--- config.mk ---
export PLATFORM = sky130hd
export DESIGN_NAME = fme_ratio
export DESIGN_NICKNAME = d
export VERILOG_FILES = /design/src/design/fme_ratio.sv
export SDC_FILE = /design/constraint.sdc
export NUM_CORES = 2
export LEC_CHECK = 0
export BUFFER_PORTS_ARGS = -buffer_cell sky130_fd_sc_hd__buf_2
export CAP_MARGIN = 20
export CELL_PAD_IN_SITES_DETAIL_PLACEMENT = 0
export CELL_PAD_IN_SITES_GLOBAL_PLACEMENT = 2
export CORE_MARGIN = 2
export CORE_UTILIZATION = 44
export DETAILED_ROUTE_END_ITERATION = 16
export PLACE_DENSITY_LB_ADDON = 0.1
export SYNTH_ARGS = -nofsm -noshare
export SYNTH_HDL_FRONTEND = slang
export SYNTH_SLANG_ARGS = --single-unit
export TNS_END_PERCENT = 50
--- constraint.sdc ---
create_clock -name aclk -period 3.8 [get_ports aclk]
set_input_delay 0.19 -clock aclk [delete_from_list [all_inputs] [get_ports aclk]]
set_output_delay 0.19 -clock aclk [all_outputs]
set_load 0.01 [all_outputs]
--- src/design/fme_ratio.sv ---
// ----------------------------------------------------------------------------
// Pipelined fraction divider
// Computes floor(num * 2^FRAC / den) saturated at 1.0, one quotient bit per
// pipeline stage, accepting one operand pair per cycle with a shared enable.
// Zero divisor gives 1.0. A tag travels alongside the operands.
// ----------------------------------------------------------------------------
module fme_ratio #(
    parameter int NW = 32,
    parameter int FRAC = 15,
    parameter int TW = 8
) (
    input  logic            aclk,
    input  logic            en,
    input  logic [NW-1:0]   num,
    input  logic [NW-1:0]   den,
    input  logic [TW-1:0]   tag_in,
    output logic [FRAC:0]   quo,
    output logic [TW-1:0]   tag_out
);

    logic [NW:0]   rem_reg [FRAC+1];
    logic [NW-1:0] den_reg [FRAC+1];
    logic [FRAC:0] q_reg   [FRAC+1];
    logic          sat_reg [FRAC+1];
    logic [TW-1:0] tag_reg [FRAC+1];

    always_ff @(posedge aclk) begin
        if (en) begin
            rem_reg[0] <= {1'b0, num};
            den_reg[0] <= den;
            q_reg[0]   <= '0;
            sat_reg[0] <= (den == '0) || (num >= den);
            tag_reg[0] <= tag_in;
        end
    end

    for (genvar i = 0; i < FRAC; i++) begin : g_step
        logic [NW+1:0] sh;
        logic          ge;
        assign sh = {rem_reg[i], 1'b0};
        assign ge = sh >= {2'b0, den_reg[i]};
        always_ff @(posedge aclk) begin
            if (en) begin
                rem_reg[i+1] <= ge ? (NW+1)'(sh - {2'b0, den_reg[i]}) : sh[NW:0];
                den_reg[i+1] <= den_reg[i];
                q_reg[i+1]   <= {q_reg[i][FRAC-1:0], ge};
                sat_reg[i+1] <= sat_reg[i];
                tag_reg[i+1] <= tag_reg[i];
            end
        end
    end

    assign quo = sat_reg[FRAC] ? {1'b1, {FRAC{1'b0}}} : q_reg[FRAC];
    assign tag_out = tag_reg[FRAC];

endmodule

Yosys cells after proc, flatten, opt, wreduce, memory -nomap -nowiden
Memories as Yosys holds them, arrays and structs flattened.
Index checks and enable logic that the tools add are counted.
{ "word_totals": {"register_bits": 0, "ram_bits": 1440, "inputBits": 74, "output_inout_bits": 24, "elab_cells": 56, "n_memories": 5} }
{ "mem_list": {"columns": ["memory", "depth", "word_bits", "read_ports", "rd_ports_with_merged_regs", "write_ports", "line_no", "source"], "rows": [
  ["rem_reg", 16, 33, 15, 0, 16, "21", "logic [NW:0] rem_reg [FRAC+1];"],
  ["den_reg", 16, 32, 15, 0, 16, "22", "logic [NW-1:0] den_reg [FRAC+1];"],
  ["q_reg", 16, 16, 16, 0, 16, "23", "logic [FRAC:0] q_reg [FRAC+1];"],
  ["tag_reg", 16, 8, 16, 0, 16, "25", "logic [TW-1:0] tag_reg [FRAC+1];"],
  ["sat_reg", 16, 1, 16, 0, 16, "24", "logic sat_reg [FRAC+1];"]
]} }
{ "op_classes": {"add_sub_neg": 15, "order_cmp": 16, "mux": 18, "n_reduce_logical": 2} }
{ "ops": {"columns": ["cell", "n"], "rows": [
  ["34-bit by 32-bit >= comparator with 1-bit output", 15],
  ["33-bit two-way mux", 15],
  ["33-bit by 32-bit subtractor with 33-bit output", 15],
  ["32-bit >= comparator", 1],
  ["32-bit logical NOT", 1],
  ["16-bit two-way mux", 1],
  ["1-bit two-way mux", 2],
  ["1-bit logical OR", 1]
]} }

Logic depth before layout (Yosys ltp)
An unclocked memory read counts as a cell.
{ "depth": {"ltp_word": 3, "mapped_depth": 14, "ltp_nobuf": 13} }

Least setup slack after synthesis
No wires, ideal clock.
{ "synth_path": {"path_type": "register to register", "from": "mem den_reg[10][0]", "to": "mem rem_reg[1][131] (netlist bit), data pin", "setup_ns": 0.260, "arrival_time_ns": 2.928, "t_required_ns": 3.540, "path_slack_ns": 0.612, "path_stages_with_launch": 12, "n_path_buf": 0, "period_less_slack_ns": 3.188, "cell_sequence": "edfxtp_1 fa_1 nor2b_1 o21ai_0 a21boi_1 o211ai_1 nor2b_1 or4_1 o2111ai_1 a31oi_1 o31ai_1 mux2_2"} }
{ "synth_rtl": {"columns": ["element", "line_no"], "rows": [
  ["start, declared", "22"],
  ["end, declared", "21"]
]} }

==> summary.txt <==
Run status
  • Run status: finished, final reports clean

Die
  • Site Rows: 146
  • Full die area: between 150,000 and 200,000 µm²
  • Horizontal die dimension: roughly 400 µm
  • Die Height: 402 µm
  • Core Footprint: roughly 160,000 µm²
  • Starting density of the core: between 40% and 50%
  • Ports placed on the boundary: just under 100

Worst setup path
  • Crit path launch: rem_reg[0][117]
  • Launch instance of the worst register-to-register path: rem_reg[0][117]
  • Dominant delay contributor by cell family on the critical path: compound AO/OA/AOI/OAI gates
  • Critical path data arrival time: 4.19 ns
  • Data required time at the worst endpoint: 4.32 ns
  • Cell-by-cell listing of the critical path: ha_1 > a21o_1 > a21o_1 > a21o_1 > or3_1 > or3_1 > a41oi_4 > a21o_2 > buf_12 > mux2_2
  • Crit Path Category: reg -> reg
  • Standard cell with the maximum stage delay on the critical path: sky130_fd_sc_hd__or3_1
  • Worst Setup End Kind: register
  • Bufs and invs on worst path: 1
  • Worst-path fanout max: 50
  • Cell with the most instances on the worst path: sky130_fd_sc_hd__a21o_1
  • Largest stage delay on the critical path: about 0.44 ns
  • CP startpoint kind: register

Route
  • Avg WL per Cell: 19.8 µm
  • Router iterations before antenna repair: 5
  • Remaining antenna violation count after routing: 0
  • Via Count: roughly 47,000
  • Vias per Instance: roughly 5.3
  • Number of DRC violations after detailed-routing iteration 0: between 2,000 and 3,000
  • Number of DRC violations after detailed routing: 0
  • DRT Wirelength: 175,000 µm

GRT
  • Met1 global-route usage: 24.0%
  • Initial antenna violation count: 2
  • Number of global-route vias before repair: 47,981
  • Largest net degree at the start of global routing: approximately 110
  • Final global-route overflow total: 0
  • Met3 global-route usage: ~2.6%
  • Met2 layer usage reported by global route: between 40% and 50%
  • GRT Util Overall: a little over a fifth
  • First-pass GRT wire length: roughly 270,000 µm
  • Grt peak-use layer: met2

Timing
  • Final slew viol count: 0
  • Clk_skew: 0.0298 ns
  • Final setup TNS: 0 ns
  • Highest clock rate: about 0.27 GHz
  • Slew at the pin closest to its max-slew limit: between 1 and 1.5 ns
  • Hold Fails Final Rpt: 0
  • Time the final worst path needs with I/O delays and setup: between 3 and 4 ns
  • Tightest slew margin relative to the limit: 31.9%
  • Unrepaired setup endpoints after global routing: no
  • # setup viols final: 0
  • Post-layout worst setup margin: around 0.13 ns
  • Final period utilization: a little over nine tenths

Pwr
  • P_int: just over 40,000 µW
  • Fraction of power consumed by the clock network: 20.0%
  • Total power per unit cell area: approximately 840 nW/µm²
  • Part of the total power dissipated in combinational logic: 46.4%
  • Peak supply drop: 500 µV
  • Overall power after layout: approximately 67,000 µW
  • Net switching fraction of the power: a little under two fifths
  • Sequential group share of total power: about a third
  • P_sw: approximately 25,000 µW
  • Static Leakage: 0.0328 µW

Yosys
  • Netlist Area Pre-Place: 69,700 µm²
  • Library cells used by synthesis: 95
  • Number of synthesized register bits: 1,238
  • Parity-gate share of the synthesized area counting xor and xnor cells: roughly 4.7%
  • Commonest cells in the synthesized netlist: sky130_fd_sc_hd__edfxtp_1 (1,238), sky130_fd_sc_hd__inv_1 (630), sky130_fd_sc_hd__a21oi_1 (519), sky130_fd_sc_hd__nand2_1 (519), sky130_fd_sc_hd__ha_1 (511)
  • Library cell occupying the most area in the post-synthesis netlist: sky130_fd_sc_hd__edfxtp_1
  • Post-synthesis share of cell area spent on and, or, nand and nor gates: 10.1%
  • Main combinational cell family by area after synthesis: compound AO/OA/AOI/OAI gates
  • Gate Count Post-Synth: 6,268
  • Compound-Gate Fraction of Synth Area: roughly 15%
  • Number of enable flip-flop cells after synthesis: 1,238
  • Sequential area share after synthesis: between 50% and 60%
  • Synthesized area per cell: about 11 µm²
  • Prevailing post-synth register cell: sky130_fd_sc_hd__edfxtp_1
  • Async set-or-reset flop fraction in the synthesized netlist: 0%
  • Mux share of post-synthesis cell area: approximately 2.5%
  • Top-area cell type share of the netlist area: between 50% and 60%
  • Number of warnings printed during yosys synthesis: 0
  • Biggest area contributors in the synthesized netlist: sky130_fd_sc_hd__edfxtp_1 (53%), sky130_fd_sc_hd__ha_1 (9.2%), sky130_fd_sc_hd__a21oi_1 (3.7%)
  • Net Count, Synth: 6,867
  • Adder-Cell Fraction of Synth Area: 9.57%
  • Most used standard cell by instance count after synthesis: sky130_fd_sc_hd__edfxtp_1

Finish
  • Number of flip-flops in the largest register: between 400 and 500
  • Layout Area Growth over Synthesis: 14.1%
  • Design area: 79,500 µm²
  • Count of placed standard cells in the final layout, fillers left out: around 8,800
  • Fraction of layout cells with a size suffix above 1: between 10% and 20%
  • Fin nets: about 7,200

Min path
  • Hold Crit Class: in -> reg
  • Min-delay src: num[21]

Placed design
  • Placed cell areas: ~74,000 µm²
  • Dpl ws: -0.452 ns
  • Count of input and output buffers: slightly below 100
  • Total instance count after detailed placement: 8,495
  • Detailed Place HPWL: about 140,000 µm
  • Placer Congestion: between 0.8 and 0.9

Clocking
  • TritonCTS clock tree: built
  • Clock network latency to the later pin of the worst-skew pair: between 0.7 and 0.8 ns
  • CTS Root Buffer Type: sky130_fd_sc_hd__clkbuf_16
  • CTS buffer count: approximately 150
  • Max Root-Sink Buffers: 3
  • CTS clock-pin slew for the worst setup and hold paths: ~0.060 ns
  • Number of H-tree levels: 4
  • Sink count of the clock tree: around 1,200

Job
  • Max-Cap Viols: 0
-- layout make-up --
cell class              count  area [µm²]
clock buffers             173        3730
clock inverters            86         792
inverters                 634        2380
diodes                      3        7.51
well taps                2072        2590
flip-flops and latches   1238       37200
repair buffers            403        3390
fillers                 14352       78300
multi-input cells        4225       29400
-- metal layers --
metal	up-vias	wire, µm
li1	23715	-
met1	22389	69100
met2	708	93700
met3	293	4600
met4	0	7900
met5	-	0
-- path summary, 6_finish.rpt --
check	endpoint	slack (ns)	depth (start not counted)
setup / recovery	rem_reg[0][136]	0.13	10
hold / removal	rem_reg[0][21]	0.13	2
setup reg to reg	rem_reg[0][136]	0.13	10
hold reg to reg	tag_reg[0][43]	0.41	0
-- timing repair --
item / 4_1_cts / 5_1_grt
hold endpoints to repair: 155 / 0
setup endpoints to repair: 33 / 69
buffers inserted: 0 / 4
pin swaps: 0 / 6
gates resized for setup: 2 / 10
hold buffers: 73 / 0
-- power groups by stage --
stage	Sequential (µW)	Combinational [µW]	Clock, µW
after detailed placement	22700	30700	0
after global routing	22700	34400	14200
after floorplan	21400	22400	0
final	22300	30900	13300
after global placement	22700	30600	0
after CTS	22400	30900	13800
-- cell usage in the layout (no fill, tap or decap), drive strengths merged, types with 14 or more instances in the layout --
cell	netlist	layout
nor3	82	82
xnor2	217	217
o21ai	463	463
clkbuf	104	173
o21a	42	42
buf	67	330
mux2	140	140
nand2	519	519
nor3b	14	14
a21oi	524	524
o21bai	51	51
and3	51	51
nand4	77	77
nor2b	92	92
or2	15	15
a21boi	18	18
o211ai	21	21
a211oi	31	31
and2	44	44
clkinv	0	57
xor2	157	157
nor2	316	316
dlygate4sd3	0	73
edfxtp	1238	1238
nand2b	62	62
or3	30	30
nand3	104	104
a31oi	66	66
fa	14	14
a2111oi	14	14
ha	511	511
inv	634	643
o41ai	17	17
a21o	276	276
nor4	50	50
o31ai	46	46
-- metrics by stage --
step	hold WS, ns	util [%]
5_1_grt	0.0921	50.4
4_1_cts	0.0498	50.3
3_5_place_dp	0.369	47.0
6_report	0.133	50.4
2_1_floorplan	0.289	-
3_3_place_gp	0.368	47.0
-- cells by family (layout without fill, tap and decap cells) --
logic type / after synthesis / count (layout)
compound gates: 1693 / 1693
xor+xnor: 374 / 374
fa+ha+maj: 525 / 525
buf+inv: 805 / 1296
flops: 1238 / 1238
mux: 151 / 151
other cells: 0 / 3
simple gates: 1482 / 1482
Note: power is estimated with default switching activity, not from simulation.
