**config.mk**
```make
export PLATFORM = sky130hd
export DESIGN_NAME = fme_front
export DESIGN_NICKNAME = d
export VERILOG_FILES = /design/src/design/fme_pkg.sv /design/src/design/fme_front.sv
export SDC_FILE = /design/constraint.sdc
export NUM_CORES = 2
export LEC_CHECK = 0
export BUFFER_PORTS_ARGS = -buffer_cell sky130_fd_sc_hd__buf_4
export CAP_MARGIN = 10
export CORE_MARGIN = 8
export CORE_UTILIZATION = 40
export DETAILED_ROUTE_END_ITERATION = 6
export HOLD_SLACK_MARGIN = 0.12
export RECOVER_POWER = 100
export SLEW_MARGIN = 10
export SYNTH_ARGS = -nofsm -noshare
export SYNTH_HDL_FRONTEND = slang
export SYNTH_SLANG_ARGS = --single-unit
```
**constraint.sdc**
```tcl
create_clock -name aclk -period 7.5 [get_ports aclk]
set_input_delay 1.5 -clock aclk [delete_from_list [all_inputs] [get_ports aclk]]
set_output_delay 1.5 -clock aclk [all_outputs]
set_load 0.05 [all_outputs]
```
**src/design/fme_pkg.sv**
```systemverilog
// ----------------------------------------------------------------------------
// Fuzzy membership evaluator package
// Register indexes and shape codes shared by the fuzzifier modules.
// ----------------------------------------------------------------------------
package fme_pkg;

    localparam logic [2:0] REG_SHAPE   = 3'd0;
    localparam logic [2:0] REG_POINT_A = 3'd1;
    localparam logic [2:0] REG_POINT_B = 3'd2;
    localparam logic [2:0] REG_POINT_C = 3'd3;
    localparam logic [2:0] REG_POINT_D = 3'd4;

    localparam logic [2:0] SHAPE_TRI   = 3'd0;
    localparam logic [2:0] SHAPE_TRAP  = 3'd1;
    localparam logic [2:0] SHAPE_S     = 3'd2;
    localparam logic [2:0] SHAPE_Z     = 3'd3;
    localparam logic [2:0] SHAPE_PI    = 3'd4;

    // How a curve finishes once its fractional term is known.
    localparam logic [1:0] FIN_ZERO = 2'd0;
    localparam logic [1:0] FIN_ONE  = 2'd1;
    localparam logic [1:0] FIN_TERM = 2'd2;
    localparam logic [1:0] FIN_INV  = 2'd3;

endpackage

```
**src/design/fme_front.sv**
```systemverilog
// ----------------------------------------------------------------------------
// Fuzzy membership front end
// Two register stages: branch decisions and differences, then the squares
// that feed the S and Z quadratic terms.
// ----------------------------------------------------------------------------
module fme_front #(
    parameter int SW = 16
) (
    input  logic            aclk,
    input  logic            en,
    input  logic [2:0]      shape,
    input  logic [SW-1:0]   x_in,
    input  logic [SW-1:0]   pa,
    input  logic [SW-1:0]   pb,
    input  logic [SW-1:0]   pc,
    input  logic [SW-1:0]   pd,
    output logic [2*SW+2:0] num0,
    output logic [2*SW+2:0] den0,
    output logic [2*SW+2:0] num1,
    output logic [2*SW+2:0] den1,
    output logic [1:0]      fin0,
    output logic [1:0]      fin1,
    output logic            use_pi
);

    localparam int DW = SW + 1;
    localparam int NW = 2 * SW + 3;
    localparam int PW = 2 * DW;

    localparam logic [1:0] FIN_ZERO_L = fme_pkg::FIN_ZERO;
    localparam logic [1:0] FIN_ONE_L  = fme_pkg::FIN_ONE;
    localparam logic [1:0] FIN_TERM_L = fme_pkg::FIN_TERM;
    localparam logic [1:0] FIN_INV_L  = fme_pkg::FIN_INV;

    logic signed [SW-1:0] x, a, b, c, d;
    logic signed [DW:0]   x2, ab, cd;
    assign x = x_in;
    assign a = pa;
    assign b = pb;
    assign c = pc;
    assign d = pd;
    assign x2 = {x[SW-1], x, 1'b0};
    assign ab = (DW+1)'(a) + (DW+1)'(b);
    assign cd = (DW+1)'(c) + (DW+1)'(d);

    // Per-curve decision for stage 1: diff, span, quadratic flag, finish.
    typedef struct packed {
        logic [DW-1:0] diff;
        logic [DW-1:0] span;
        logic          quad;
        logic [1:0]    fin;
    } curve_t;

    function automatic curve_t s_dec(logic signed [SW-1:0] xv, logic signed [SW-1:0] lo,
                                     logic signed [SW-1:0] hi, logic signed [DW:0] twox,
                                     logic signed [DW:0] sum);
        curve_t r;
        r.diff = '0;
        r.span = DW'(hi) - DW'(lo);
        r.quad = 1'b1;
        r.fin = FIN_ZERO_L;
        if (lo >= hi) begin
            r.fin = (twox >= sum) ? FIN_ONE_L : FIN_ZERO_L;
        end else if (xv <= lo) begin
            r.fin = FIN_ZERO_L;
        end else if (twox <= sum) begin
            r.diff = DW'(xv) - DW'(lo);
            r.fin = FIN_TERM_L;
        end else if (xv >= hi) begin
            r.fin = FIN_ONE_L;
        end else begin
            r.diff = DW'(hi) - DW'(xv);
            r.fin = FIN_INV_L;
        end
        return r;
    endfunction

    function automatic curve_t z_dec(logic signed [SW-1:0] xv, logic signed [SW-1:0] lo,
                                     logic signed [SW-1:0] hi, logic signed [DW:0] twox,
                                     logic signed [DW:0] sum);
        curve_t r;
        r.diff = '0;
        r.span = DW'(hi) - DW'(lo);
        r.quad = 1'b1;
        r.fin = FIN_ZERO_L;
        if (lo >= hi) begin
            r.fin = (twox <= sum) ? FIN_ONE_L : FIN_ZERO_L;
        end else if (xv <= lo) begin
            r.fin = FIN_ONE_L;
        end else if (xv >= hi) begin
            r.fin = FIN_ZERO_L;
        end else if (twox <= sum) begin
            r.diff = DW'(xv) - DW'(lo);
            r.fin = FIN_INV_L;
        end else begin
            r.diff = DW'(hi) - DW'(xv);
            r.fin = FIN_TERM_L;
        end
        return r;
    endfunction

    curve_t c0_next, c1_next, c0_reg, c1_reg;
    logic   pi_next, pi_reg;

    always_comb begin
        c0_next = '0;
        c1_next = '0;
        pi_next = 1'b0;
        case (shape)
            fme_pkg::SHAPE_TRI: begin
                if (x > a && x <= b) begin
                    c0_next.diff = DW'(x) - DW'(a);
                    c0_next.span = DW'(b) - DW'(a);
                    c0_next.fin = FIN_TERM_L;
                end else if (x > b && x < c) begin
                    c0_next.diff = DW'(c) - DW'(x);
                    c0_next.span = DW'(c) - DW'(b);
                    c0_next.fin = FIN_TERM_L;
                end
            end
            fme_pkg::SHAPE_TRAP: begin
                if (x > a && x < b) begin
                    c0_next.diff = DW'(x) - DW'(a);
                    c0_next.span = DW'(b) - DW'(a);
                    c0_next.fin = FIN_TERM_L;
                end else if (x > c && x < d) begin
                    c0_next.diff = DW'(d) - DW'(x);
                    c0_next.span = DW'(d) - DW'(c);
                    c0_next.fin = FIN_TERM_L;
                end else if (x >= b && x <= c) begin
                    c0_next.fin = FIN_ONE_L;
                end
            end
            fme_pkg::SHAPE_S: c0_next = s_dec(x, a, b, x2, ab);
            fme_pkg::SHAPE_Z: c0_next = z_dec(x, a, b, x2, ab);
            fme_pkg::SHAPE_PI: begin
                c0_next = s_dec(x, a, b, x2, ab);
                c1_next = z_dec(x, c, d, x2, cd);
                pi_next = 1'b1;
            end
            default: c0_next = '0;
        endcase
    end

    logic [NW-1:0] n0_reg, d0_reg, n1_reg, d1_reg;
    logic [1:0]    f0_reg, f1_reg;
    logic          pi2_reg;

    always_ff @(posedge aclk) begin
        if (en) begin
            c0_reg <= c0_next;
            c1_reg <= c1_next;
            pi_reg <= pi_next;
            n0_reg <= c0_reg.quad
                      ? NW'({PW'(c0_reg.diff) * PW'(c0_reg.diff), 1'b0})
                      : NW'(c0_reg.diff);
            d0_reg <= c0_reg.quad ? NW'(PW'(c0_reg.span) * PW'(c0_reg.span))
                                  : NW'(c0_reg.span);
            n1_reg <= NW'({PW'(c1_reg.diff) * PW'(c1_reg.diff), 1'b0});
            d1_reg <= NW'(PW'(c1_reg.span) * PW'(c1_reg.span));
            f0_reg <= c0_reg.fin;
            f1_reg <= c1_reg.fin;
            pi2_reg <= pi_reg;
        end
    end

    assign num0 = n0_reg;
    assign den0 = d0_reg;
    assign num1 = n1_reg;
    assign den1 = d1_reg;
    assign fin0 = f0_reg;
    assign fin1 = f1_reg;
    assign use_pi = pi2_reg;

endmodule

```
======== Yosys cells after proc, flatten, opt, wreduce, memory -nomap -nowiden ========
Cells that the tools add are included.
word-level totals
  bits in registers ....................... 217
  output and inout port bits .............. 145
cells by class
  add/subtract/negate cells ............... 10
  equality and inequality tests ........... 4
  bitwise operators ....................... 1
  muxes and demuxes ....................... 39
  multiply operators ...................... 4
  order comparisons ....................... 16
  reductions and logical operators ........ 9
operator list
  kind                  number
  $mux W17              11
  $mul A17 B17 Y34      4
  $mux W34              4
  $pmux W34 S4          1
  $sub A16 B16 Y17      8
  $ge A16 B16 Y1        4
  $gt A16 B16 Y1        3
  $le A16 B16 Y1        3
  $lt A16 B16 Y1        3
  $add A16 B16 Y17      2
  $le A17 B17 Y1        2
  $mux W2               14
  $ge A17 B17 Y1        1
  $mux W1               8
  $pmux W2 S4           1
  $eq A3 B2 Y1 const B  2
  $logic_and A1 B1 Y1   5
  $reduce_or A4 Y1      1
  $eq A3 B1 Y1 const B  1
  $eq A3 B3 Y1 const B  1
  $logic_not A3 Y1      1
  $reduce_or A3 Y1      1
  $reduce_or A2 Y1      1
  $not A1 Y1            1

======== Longest topological paths before layout ========
  depth after elaboration ................. 7
  gate-level depth with buffers ........... 25

======== Worst setup path after synthesis ========
No wires, ideal clock.
  path type ............................... reg-to-reg
  start point ............................. register c0_reg[13] (netlist name)
  end point ............................... register d0_reg[27], in the netlist den0[27] (data pin)
  slack ................................... 1.061 ns
  stages on the path, launching flop included .. 24
  arrival time ............................ 6.173 ns
  path through ............................ edfxtp_1 > clkbuf_1 > and2_1 > fa_1 > inv_1 > fa_1 > fa_1 > inv_1 > fa_1 > fa_1 > inv_1 > fa_1 > inv_1 > ha_1 > and3_1 > a221oi_1 > nor2b_1 > a31oi_1 > o211ai_1 > a31oi_1 > o21ai_0 > a31oi_1 > xor2_1 > nor2_1
on the way
  word-level cells in the longest chain between the ends .. 1
ends and longest elaborated chain
  item                    RTL line          source
  start, declared         fme_front.sv:102  curve_t c0_next, c1_next, c0_reg, c1_reg;
  start signal, assigned  fme_front.sv:151  c0_reg <= c0_next;
  $mul A17 B17 Y34        fme_front.sv:157  d0_reg <= c0_reg.quad ? NW'(PW'(c0_reg.span) * PW'(c0_reg.span))
  end signal, assigned    fme_front.sv:157
  end, declared           fme_front.sv:145  logic [NW-1:0] n0_reg, d0_reg, n1_reg, d1_reg;
No other way between the ends.
A chain may end at the register's enable or synchronous reset.

==> metrics.yaml <==
grt_pass1_vias: 38579
largest_reg_flops: 37
insertion_delay_ps: 610
synth_edf_count: 214
wirelength_met1_mm: 62.4
cts.clk_slew.worst_paths_ps: 70
final-instance-count-excl-fill: 7276
synth_most_common_cell: "inv_1"
synth_top_cell_area_share: 0.312
syn_inst: 5400
numCtsBuffers: 31
layout-drive-gt1-share: 0.0426
path_class: "input port to flip-flop"
setup_viol: 0
nets: 7077
holdBufCountCts: 0
htreeDepth: 1
fin_crit_sh: 0.955
relSlewSlack: -1.98
grt_pass1_wl_mm: 218
worst_slew_pin_slew_ps: 4470
track_usage: 0.202
final_util: 0.434
routed_wl_mm: 138
timing.setup.tns_ps: 0
synthTopCellsByCount: "inv_1 (1251), fa_1 (770), ha_1 (632), nand2_1 (446), nor2_1 (255)"
boundaryPins: 230
first_pass_iters: 6
rows: 129
hold_viol_final: 0
drc: 0
grt_overflow: 0
worst_hold_path_type: "flip-flop to flip-flop"
clock_skew_ps: 15.8
cp_data_required_time_ps: 7840
fp.dieW_um: 367
cts_buffer_depth: 3
violations: "max-capacitance violations, max-slew violations"
vias_per_cell: 5.12
worstPathMaxFanout: 24
cts_tree: "done"
port_buffers: 224
chipHeight_um: 367
dieArea_um2: 135000
synth.distinct_cells: 85
gp_congestion: 0.935
cts_root_buf: "clkbuf_16"
netlist_area_um2: 49400
min_path_cells: 0
hpwl_mm: 117
rsz0062_at_grt: "no"
core-area_um2: 123000
antenna_found_initial: 40
synth.avg_cell_area_um2: 9.15
met2_length_mm: 63.0
ys_seq_elements: 214
grt_max_degree: 103
via_count: 37276
synthTopCellsByArea: "fa_1 (31%), ha_1 (16%), edfxtp_1 (13%)"
start_util: 0.401
fmax_mhz: 140
synth_ff_type: "edfxtp_1"
drt_iter0_markers: 2677
cap_violations: 3
dp.cells: 7185
finalCriticalPeriod_ps: 7170
wl_per_cell_um: 19.0
top_layer: "met5"
status: "finished, violations left"
cts_sinks: 214
dr_wl_met3_mm: 9.53
endpoint_kind: "flip-flop"
start_kind: "input port"
synth_top_area_cell: "fa_1"
ys_warn_count: 0
reg2reg_depth: 23
ant_nets: 0
syn2layout_area_growth_pct: 8.27
ys_seq_area_frac: 0.130
synthArstFlopShare: 0
critPathArrivalTime_ps: 7500
slew_viol_final: 245
layout by cell type, fill, tap and decap left out, drive strengths merged, types with 16 or more instances in the layout:
master,instances
buf,137
a31oi,32
mux2i,66
nand2b,42
and3,28
diode,27
a21o,97
edfxtp,214
and2,222
nor2,256
o21a,32
xor2,58
o21bai,34
or3,23
nor2b,57
o21ai,152
inv,1253
a211oi,28
or2,21
nand3,50
nand4,29
o211ai,20
nor3,55
clkbuf,200
ha,632
nor4,16
fa,770
a21oi,210
xnor2,204
mux2,23
nand2,447
timing repair:
item	CTS	global route
setup buffers	0	9
resized for setup	0	2
setup endpoints to repair	0	5
critical path: stages:
cell and delay (ps):
clkbuf_1 110, inv_1 100, ha_1 410, nor2b_1 150, o21bai_1 80, a21oi_1 160, o21ai_0 120, a21oi_1 190
o21bai_1 110, a221oi_1 470, o221ai_1 380, or4_1 480, a22oi_1 200, ha_1 240, and4_1 240, nand4_1 220
nor4_1 700, nand2b_1 220, mux2i_2 80, clkbuf_2 420, o2111a_1 270, a31oi_1 150, a21oi_1 90, a311o_1 380
metal layers:
layer,vias up,global-route usage
met3,183,0.0361
li1,17585,-
met4,20,0.0500
met5,-,0
met1,18516,0.281
met2,972,0.326
logic make-up after synthesis:
family,Yosys count,share of synthesized area
flip-flops,214,0.130
AND/OR/NAND/NOR,1272,0.124
other,1,0.0000759
buffers and inverters,1400,0.108
AO/OA/AOI/OAI,760,0.101
adder cells (fa/ha/maj),1402,0.472
multiplexers,89,0.0188
XOR/XNOR,262,0.0465
final timing paths:
path	start	endpoint	slack [ps]
max	pa[2]	c0_reg[35]$_DFFE_PP_	330
min	c1_reg[0]$_SDFFCE_PN0P_	fin1[0]$_DFFE_PP_	450
max reg2reg	c0_reg[24]$_DFFE_PP_	num0[33]$_SDFFCE_PN0P_	370
min reg2reg	c1_reg[0]$_SDFFCE_PN0P_	fin1[0]$_DFFE_PP_	450
stage by stage:
step / hold slack [ps] / cell area, µm² / worst slack [ps]
after CTS: 456 / 54000 / 252
after global placement: 425 / 53000 / 169
after global routing: 471 / 53400 / 61.0
final: 448 / 53500 / 335
after floorplan: 400 / 49400 / 1060
after detailed placement: 427 / 53000 / 133
layout make-up:
| class | instances | area (µm²) |
|---|---|---|
| fillers | 12193 | 69700 |
| multi-input cells | 3790 | 37600 |
| flip-flops and latches | 214 | 6430 |
| inverters | 1251 | 4700 |
| well taps | 1637 | 2050 |
| repair buffers | 302 | 1650 |
| clock buffers | 35 | 791 |
| clock inverters | 20 | 165 |
| diodes | 27 | 67.6 |
Power is left out: the tool's default activity adds up to more than one toggle a clock period on the data nets, which glitch-free logic cannot reach.
